===== config.mk =====
export PLATFORM = sky130hd
export DESIGN_NAME = fba_ctrl
export DESIGN_NICKNAME = d
export VERILOG_FILES = /design/src/rtl/fba_pkg.sv /design/src/rtl/fba_ctrl.sv
export SDC_FILE = /design/constraint.sdc
export NUM_CORES = 1
export LEC_CHECK = 0
export BUFFER_PORTS_ARGS = -buffer_cell sky130_fd_sc_hd__buf_2
export CORE_AREA = 2 2 84 66
export CTS_CLUSTER_SIZE = 25
export DETAILED_ROUTE_END_ITERATION = 8
export DIE_AREA = 0 0 86 68
export HOLD_SLACK_MARGIN = 0.12
export PLACE_DENSITY = 0.39
export SYNTH_ARGS = -nofsm -noshare
export SYNTH_HDL_FRONTEND = slang
export SYNTH_SLANG_ARGS = --single-unit

===== constraint.sdc =====
create_clock -name clock -period 1.9 [get_ports clock]
set_input_delay 0.38 -clock clock [delete_from_list [all_inputs] [get_ports clock]]
set_output_delay 0.38 -clock clock [all_outputs]
set_load 0.01 [all_outputs]

===== src/rtl/fba_pkg.sv =====
// ---------------------------------------------------------------------------
// fba_pkg
// Shared constants, command codes, status group and link helpers for the
// first-fit heap allocator.
// ---------------------------------------------------------------------------
package fba_pkg;

   // heap geometry
   localparam int HEAP_WORDS = 1024;
   localparam int WORD_BITS  = 32;
   localparam int ADDR_W     = $clog2(HEAP_WORDS);
   localparam int XW         = ADDR_W + 2;
   localparam int STEP_W     = ADDR_W + 1;

   // item field widths
   localparam int SIZE_W  = 10;
   localparam int TAG_W   = 16;
   localparam int OBJ_W   = 10;
   localparam int BADDR_W = 10;
   localparam int STAT_W  = 2;

   localparam logic [WORD_BITS-1:0] LINK_END = '1;
   localparam logic [XW-1:0]        MAX_NODE = XW'(HEAP_WORDS - 2);
   localparam logic [XW-1:0]        HDR      = XW'(2);

   // result status codes
   localparam logic [STAT_W-1:0] ST_OK  = 2'd0;
   localparam logic [STAT_W-1:0] ST_OOM = 2'd1;
   localparam logic [STAT_W-1:0] ST_BAD = 2'd2;

   // operation select
   localparam logic FUNC_ALLOC = 1'b0;

   typedef enum logic [4:0] {
      CMD_NOP,
      CMD_INIT,
      CMD_LOAD,
      CMD_A_START,
      CMD_RD_CUR,
      CMD_CAP_SZ_RD_LINK,
      CMD_CAP_NX,
      CMD_ADVANCE,
      CMD_SPLIT_SZ,
      CMD_SPLIT_LNK,
      CMD_SPLIT_HDR,
      CMD_UNLINK,
      CMD_CLEAR,
      CMD_TAG,
      CMD_OOM,
      CMD_F_START,
      CMD_F_CAP_SZ,
      CMD_RD_LINK,
      CMD_WALK_STEP,
      CMD_RD_PREV,
      CMD_BAD,
      CMD_LINK_NEW,
      CMD_LINK_PREV,
      CMD_M_START,
      CMD_M_CAP_NX,
      CMD_M_CAP_SZ,
      CMD_M_ADVANCE,
      CMD_M_WSZ,
      CMD_M_WLNK,
      CMD_OK,
      CMD_PUBLISH
   } cmd_type;

   typedef struct packed {
      logic func;
      logic init_last;
      logic cur_none;
      logic prev_none;
      logic nx_none;
      logic steps_max;
      logic fit;
      logic split;
      logic clear_go;
      logic low;
      logic fit_bad;
      logic walk_go;
      logic hit;
      logic over;
      logic prev_bad;
      logic adj;
   } status_type;

   // a link word that is the end mark or points past the last node ends the list
   function automatic logic link_none(input logic [WORD_BITS-1:0] v);
      return (v == LINK_END) || (v > WORD_BITS'(HEAP_WORDS - 2));
   endfunction

   function automatic logic [WORD_BITS-1:0] link_word(input logic none,
                                                      input logic [XW-1:0] node);
      return none ? LINK_END : WORD_BITS'(node);
   endfunction

endpackage


===== src/rtl/fba_ctrl.sv =====
// ---------------------------------------------------------------------------
// fba_ctrl
// Sequencer for the allocator: clearing pass, allocate walk, free walk and
// merge loop, result hand-off.
// ---------------------------------------------------------------------------
module fba_ctrl (
   input  logic                 clock,
   input  logic                 reset,
   input  fba_pkg::status_type  stat,
   input  logic                 req_valid,
   output logic                 req_ready,
   output logic                 rsp_valid,
   input  logic                 rsp_ready,
   output fba_pkg::cmd_type     cmd
);
   import fba_pkg::*;

   typedef enum logic [4:0] {
      S_INIT, S_IDLE, S_DISP,
      S_A_CHK, S_A_SZ, S_A_NX, S_A_TEST, S_A_SPL1, S_A_SPL2, S_A_SPL3,
      S_A_UNL, S_A_CLR,
      S_F_SZ, S_F_FIT, S_F_WALK, S_F_STEP, S_F_CHK, S_F_PCHK, S_F_LNK1, S_F_LNK2,
      S_M_START, S_M_CHK, S_M_NX, S_M_SZ, S_M_TEST, S_M_LNK,
      S_DONE
   } state_type;

   state_type state_ff, state_in;
   logic      rsp_valid_ff, rsp_valid_in;

   // next state and command
   always_comb begin
      state_in     = state_ff;
      cmd          = CMD_NOP;
      rsp_valid_in = rsp_valid_ff && !rsp_ready;
      unique case (state_ff)
         S_INIT: begin
            cmd = CMD_INIT;
            if (stat.init_last) state_in = S_IDLE;
         end
         S_IDLE: begin
            if (req_valid) begin
               cmd      = CMD_LOAD;
               state_in = S_DISP;
            end
         end
         S_DISP: begin
            if (stat.func == FUNC_ALLOC) begin
               cmd      = CMD_A_START;
               state_in = S_A_CHK;
            end else begin
               cmd      = CMD_F_START;
               state_in = S_F_SZ;
            end
         end
         // allocate: first fit walk
         S_A_CHK: begin
            if (stat.cur_none || stat.steps_max) begin
               cmd      = CMD_OOM;
               state_in = S_DONE;
            end else begin
               cmd      = CMD_RD_CUR;
               state_in = S_A_SZ;
            end
         end
         S_A_SZ: begin
            cmd      = CMD_CAP_SZ_RD_LINK;
            state_in = S_A_NX;
         end
         S_A_NX: begin
            cmd      = CMD_CAP_NX;
            state_in = S_A_TEST;
         end
         S_A_TEST: begin
            if (!stat.fit) begin
               cmd      = CMD_ADVANCE;
               state_in = S_A_CHK;
            end else if (stat.split) begin
               state_in = S_A_SPL1;
            end else begin
               state_in = S_A_UNL;
            end
         end
         S_A_SPL1: begin
            cmd      = CMD_SPLIT_SZ;
            state_in = S_A_SPL2;
         end
         S_A_SPL2: begin
            cmd      = CMD_SPLIT_LNK;
            state_in = S_A_SPL3;
         end
         S_A_SPL3: begin
            cmd      = CMD_SPLIT_HDR;
            state_in = S_A_UNL;
         end
         S_A_UNL: begin
            cmd      = CMD_UNLINK;
            state_in = S_A_CLR;
         end
         S_A_CLR: begin
            if (stat.clear_go) begin
               cmd = CMD_CLEAR;
            end else begin
               cmd      = CMD_TAG;
               state_in = S_DONE;
            end
         end
         // free: header checks and ordered insert
         S_F_SZ: begin
            if (stat.low) begin
               cmd      = CMD_BAD;
               state_in = S_DONE;
            end else begin
               cmd      = CMD_F_CAP_SZ;
               state_in = S_F_FIT;
            end
         end
         S_F_FIT: begin
            if (stat.fit_bad) begin
               cmd      = CMD_BAD;
               state_in = S_DONE;
            end else begin
               state_in = S_F_WALK;
            end
         end
         S_F_WALK: begin
            if (stat.walk_go) begin
               cmd      = CMD_RD_LINK;
               state_in = S_F_STEP;
            end else begin
               state_in = S_F_CHK;
            end
         end
         S_F_STEP: begin
            cmd      = CMD_WALK_STEP;
            state_in = S_F_WALK;
         end
         S_F_CHK: begin
            if (stat.hit || stat.over) begin
               cmd      = CMD_BAD;
               state_in = S_DONE;
            end else if (stat.prev_none) begin
               state_in = S_F_LNK1;
            end else begin
               cmd      = CMD_RD_PREV;
               state_in = S_F_PCHK;
            end
         end
         S_F_PCHK: begin
            if (stat.prev_bad) begin
               cmd      = CMD_BAD;
               state_in = S_DONE;
            end else begin
               state_in = S_F_LNK1;
            end
         end
         S_F_LNK1: begin
            cmd      = CMD_LINK_NEW;
            state_in = S_F_LNK2;
         end
         S_F_LNK2: begin
            cmd      = CMD_LINK_PREV;
            state_in = S_M_START;
         end
         // free: merge pass over the whole list
         S_M_START: begin
            cmd      = CMD_M_START;
            state_in = S_M_CHK;
         end
         S_M_CHK: begin
            if (stat.steps_max) begin
               cmd      = CMD_OK;
               state_in = S_DONE;
            end else begin
               cmd      = CMD_RD_LINK;
               state_in = S_M_NX;
            end
         end
         S_M_NX: begin
            cmd      = CMD_M_CAP_NX;
            state_in = S_M_SZ;
         end
         S_M_SZ: begin
            if (stat.nx_none) begin
               cmd      = CMD_OK;
               state_in = S_DONE;
            end else begin
               cmd      = CMD_M_CAP_SZ;
               state_in = S_M_TEST;
            end
         end
         S_M_TEST: begin
            if (stat.adj) begin
               cmd      = CMD_M_WSZ;
               state_in = S_M_LNK;
            end else begin
               cmd      = CMD_M_ADVANCE;
               state_in = S_M_CHK;
            end
         end
         S_M_LNK: begin
            cmd      = CMD_M_WLNK;
            state_in = S_M_CHK;
         end
         // hand the result to the output register
         S_DONE: begin
            if (!rsp_valid_ff || rsp_ready) begin
               cmd          = CMD_PUBLISH;
               rsp_valid_in = 1'b1;
               state_in     = S_IDLE;
            end
         end
         default: state_in = S_IDLE;
      endcase
   end

   // state and output valid
   always_ff @(posedge clock) begin
      if (reset) begin
         state_ff     <= S_INIT;
         rsp_valid_ff <= 1'b0;
      end else begin
         state_ff     <= state_in;
         rsp_valid_ff <= rsp_valid_in;
      end
   end

   assign req_ready = state_ff == S_IDLE;
   assign rsp_valid = rsp_valid_ff;

endmodule


Word-level counts from Yosys, hierarchy flattened
Index checks and enable logic that the tools add are counted.
{ "word_totals": {"reg_bits": 6, "input_bits": 20, "output_inout_bits": 7, "wordCells": 77} }
{ "op_classes": {"eq_ne": 30, "mux": 36, "reduce_logical": 9} }
{ "ops": {"columns": ["op", "n"], "rows": [
  ["$pmux W5 S27", 1],
  ["$pmux W5 S26", 1],
  ["$mux W5", 14],
  ["$eq A5 B5 Y1 const B", 11],
  ["$eq A5 B4 Y1 const B", 8],
  ["$mux W4", 10],
  ["$eq A5 B3 Y1 const B", 4],
  ["$eq A5 B2 Y1 const B", 2],
  ["$mux W3", 3],
  ["$ne A2 B2 Y1 const B", 4],
  ["$mux W2", 3],
  ["$eq A5 B1 Y1 const B", 1],
  ["$logic_not A5 Y1", 1],
  ["$mux W1", 4],
  ["$reduce_and A4 Y1", 1],
  ["$logic_or A1 B1 Y1", 3],
  ["$logic_not A1 Y1", 2],
  ["$reduce_or A2 Y1", 1],
  ["$logic_and A1 B1 Y1", 1]
]} }

Logic depth before layout (Yosys ltp)
{ "depth": {"depth_word": 4, "ltp_mapped": 7, "ltp_nobuf": 4} }

Least setup slack after synthesis
Ideal clock, no wire load.
{ "synth_path": {"path_type": "register to output", "start": "register state_ff[0]", "end": "output cmd[1]", "t_arrival_ns": 1.450, "t_required_ns": 1.520, "path_slack_ns": 0.070, "path_stages_with_launch": 7, "cell_sequence": "dfxtp_1 -> buf_2 -> buf_2 -> xor2_1 -> a2bb2oi_1 -> o221ai_1 -> a2111o_1"} }
{ "synth_via": {"elab_chain_cells": 2} }
{ "synth_rtl": {"columns": ["item", "line", "text"], "rows": [
  ["from (decl)", "fba_ctrl.sv:27", "state_type state_ff, state_in;"],
  ["from (signal assigned)", "fba_ctrl.sv:222", "state_ff <= state_in;"],
  ["$eq A5 B5 Y1, or another cell as far along", "fba_ctrl.sv:35", "unique case (state_ff)"],
  ["$pmux W5 S27 (*)", "fba_ctrl.sv:35", null],
  ["to (decl)", "fba_ctrl.sv:14", "output fba_pkg::cmd_type cmd"]
]} }
Mark *: on every way between the ends. The rest lies on a longest branch, timed or not.

Worst setup path in the final report
{ "layout_path": {"start": "register state_ff[1]", "end": "output cmd[0]"} }
Same word-level chain as after synthesis.

==> metrics.cfg <==
[sta]
hold_viol_final = 0
setup_viol = 5
slew_headroom = 0.715
post-route-period-util = 1.11
fin_crit_ns = 2.12
worstMarginPinSlew_ns = 0.422
timing.hold.ws_ns = 0.410
skew_ns = 0.00842
timing.fmax_mhz = 472
setup_ws_ns = -0.217
slew_violations = 0
rsz0062_at_grt = yes

[die]
initial_core_util = 0.241
std_cell_rows = 23
dieArea_sq_mm = 0.00585
die_width_microns = 86
die_y_microns = 68
core_sq_mm = 0.00509
num_io_pins = 27

[clock_tree]
cts.sinks = 6
cts_tree = built
hold_buffers = 0
cts_buffers = 3
clock_tree.buffer_depth = 2
root_buffer = clkbuf_8
clk_latency_ns = 0.23
clk_pin_slew_ns = 0.04
htree_levels = 1

[synth]
avgSynthCellArea_sq_um = 6.87
synth_seq_area_share = 0.0977
syn_nets = 199
yosysUniqueCellTypes = 65
synth-edff-count = 0
synth_ff_type = dfxtp_1
synth.largest_area_cell = dfxtp_1
synthCells = 179
synth_warnings = 0
synthArstFlopShare = 0
ys_top_cells_by_area = dfxtp_1 (9.8%), buf_2 (6.1%), nand2b_1 (5.1%)
yosys.area.top_type_share = 0.0977
synth_area_sq_mm = 0.00123
synth_seq_cells = 6

[global_route]
grt_pass1_vias = 1685
overflow = 0
grt.total_usage = 0.190
grt_pass1_wl_mm = 8.76
grt_max_degree = 24
grt_antenna_before_repair = 0

[detailed_routing]
first_pass_iters = 4
vias_per_cell = 5.33
route.detailed.drc = 0
vias = 1726
ant_nets = 0
wirelength_mm = 5.44
drt-initial-drc-count = 104
wire_per_inst_microns = 16.8

[setup_path]
worstPathRequired_ns = 1.52
crit_type = reg2out
end_kind = output port
startpoint_type = flop
cp_max_fo = 5
crit_arrival_ns = 1.74

[status]
outcome = complete, but fails checks
violations = setup timing

[layout]
diodes = 0
fin_util = 0.444
layout.nets = 284
area_growth_pct = 83.8
layout_common_cells = buf_4 (60), buf_2 (26), nor2_1 (16)
drive_above_1_share = 0.531
final_common_cell = buf_4

[place]
port_buffers = 26
place_congestion = 0.816
hpwl_mm = 4.04

[pwr]
p_per_area_mw_per_mm2 = 352
vdd_ir_drop_max_mv = 0.139
power_leakage_nw = 0.915

[worst_hold_path]
hold_path_class = in2reg

[flow_run]
cap_viol_max_count = 0

==> cells in the mapped netlist (2+ instances only) <==
| cell | instances |
|---|---|
| buf_2 | 15 |
| a21oi_1 | 9 |
| o32ai_1 | 2 |
| a311oi_1 | 3 |
| dfxtp_1 | 6 |
| nor2_1 | 16 |
| a211oi_1 | 4 |
| and3b_1 | 2 |
| inv_1 | 5 |
| a22oi_1 | 2 |
| o21ai_0 | 11 |
| nor2b_1 | 8 |
| nor4_1 | 4 |
| nand3b_1 | 2 |
| xnor2_1 | 2 |
| nand3_1 | 5 |
| o221ai_1 | 2 |
| and2_1 | 4 |
| nand2_1 | 8 |
| nor4b_1 | 2 |
| o211ai_1 | 2 |
| a31oi_1 | 4 |
| or3b_1 | 2 |
| nor3_1 | 6 |
| o2111ai_1 | 2 |
| a32o_1 | 2 |
| nand2b_1 | 10 |
| a41oi_1 | 2 |
==> worst max-delay path: stages, from the launching register on <==
cell and delay (ns):
dfxtp_4 0.36, buf_12 0.14, or4_4 0.41, and2b_2 0.29, a211oi_4 0.06, o2111ai_2 0.10, buf_2 0.16
==> per-stage QoR <==
step	instance area (sq um)	power [mW]	instances	TNS, ns	setup slack, ns
after floorplan	1230	0.327	179	0	0.0702
after global placement	1890	0.522	313	-0.474	-0.106
after detailed placement	1890	0.517	313	-0.423	-0.119
after CTS	2130	0.762	320	-0.971	-0.235
after global routing	2260	0.848	324	-1.49	-0.291
final	2260	0.795	324	-0.985	-0.217
==> repair_timing <==
item / 4_1_cts / 5_1_grt
gates resized for setup: 34 / 20
gates cloned: 1 / 0
endpoints found under the setup margin: 8 / 10
setup buffers: 4 / 4
pin swaps: 13 / 3
==> final cells by class <==
type,instances,area [sq um]
clock buffers,3,41.3
inverters,5,18.8
well taps,62,77.6
multi-input cells,151,1220
flip-flops and latches,6,128
fillers,519,2830
repair buffers,97,772
==> per-layer routing <==
layer,track usage,up-vias,wire [microns],share of wire
li1,-,861,-,-
met1,0.275,804,2600,0.48
met2,0.301,51,2400,0.44
met3,0.0229,10,341,0.063
met4,0.0437,0,97,0.018
met5,0,-,0,0
==> worst paths after layout <==
kind,start,endpoint,slack [ns],cells past startpoint
worst max-delay path,state_ff[1],cmd[0],-0.22,6
worst min-delay path,reset,state_ff[0],0.41,2
worst max register to register,state_ff[1],state_ff[1],0.09,5
worst min register to register,state_ff[1],rsp_valid,0.70,3
==> sequential cells by signal, summed over array words and instances (netlist names) <==
| signal | count |
|---|---|
| state_ff | 5 |
| rsp_valid | 1 |
==> cells by family (layout without fill, tap and decap cells) <==
family | count (synthesis) | count (layout) | synth area share
compound gates | 62 | 62 | 0.368
xor+xnor | 3 | 3 | 0.0214
buf+inv | 22 | 105 | 0.0824
flops | 6 | 6 | 0.0977
mux | 2 | 2 | 0.0173
simple gates | 84 | 84 | 0.413
==> report_power, final <==
| group | switching [mW] | total [mW] | internal, mW |
|---|---|---|---|
| Combinational | 0.221 | 0.458 | 0.237 |
| Clock | 0.0608 | 0.197 | 0.137 |
| Sequential | 0.00667 | 0.140 | 0.133 |
| Total | 0.288 | 0.795 | 0.506 |
No activity file was read; power rests on OpenSTA's default activity.
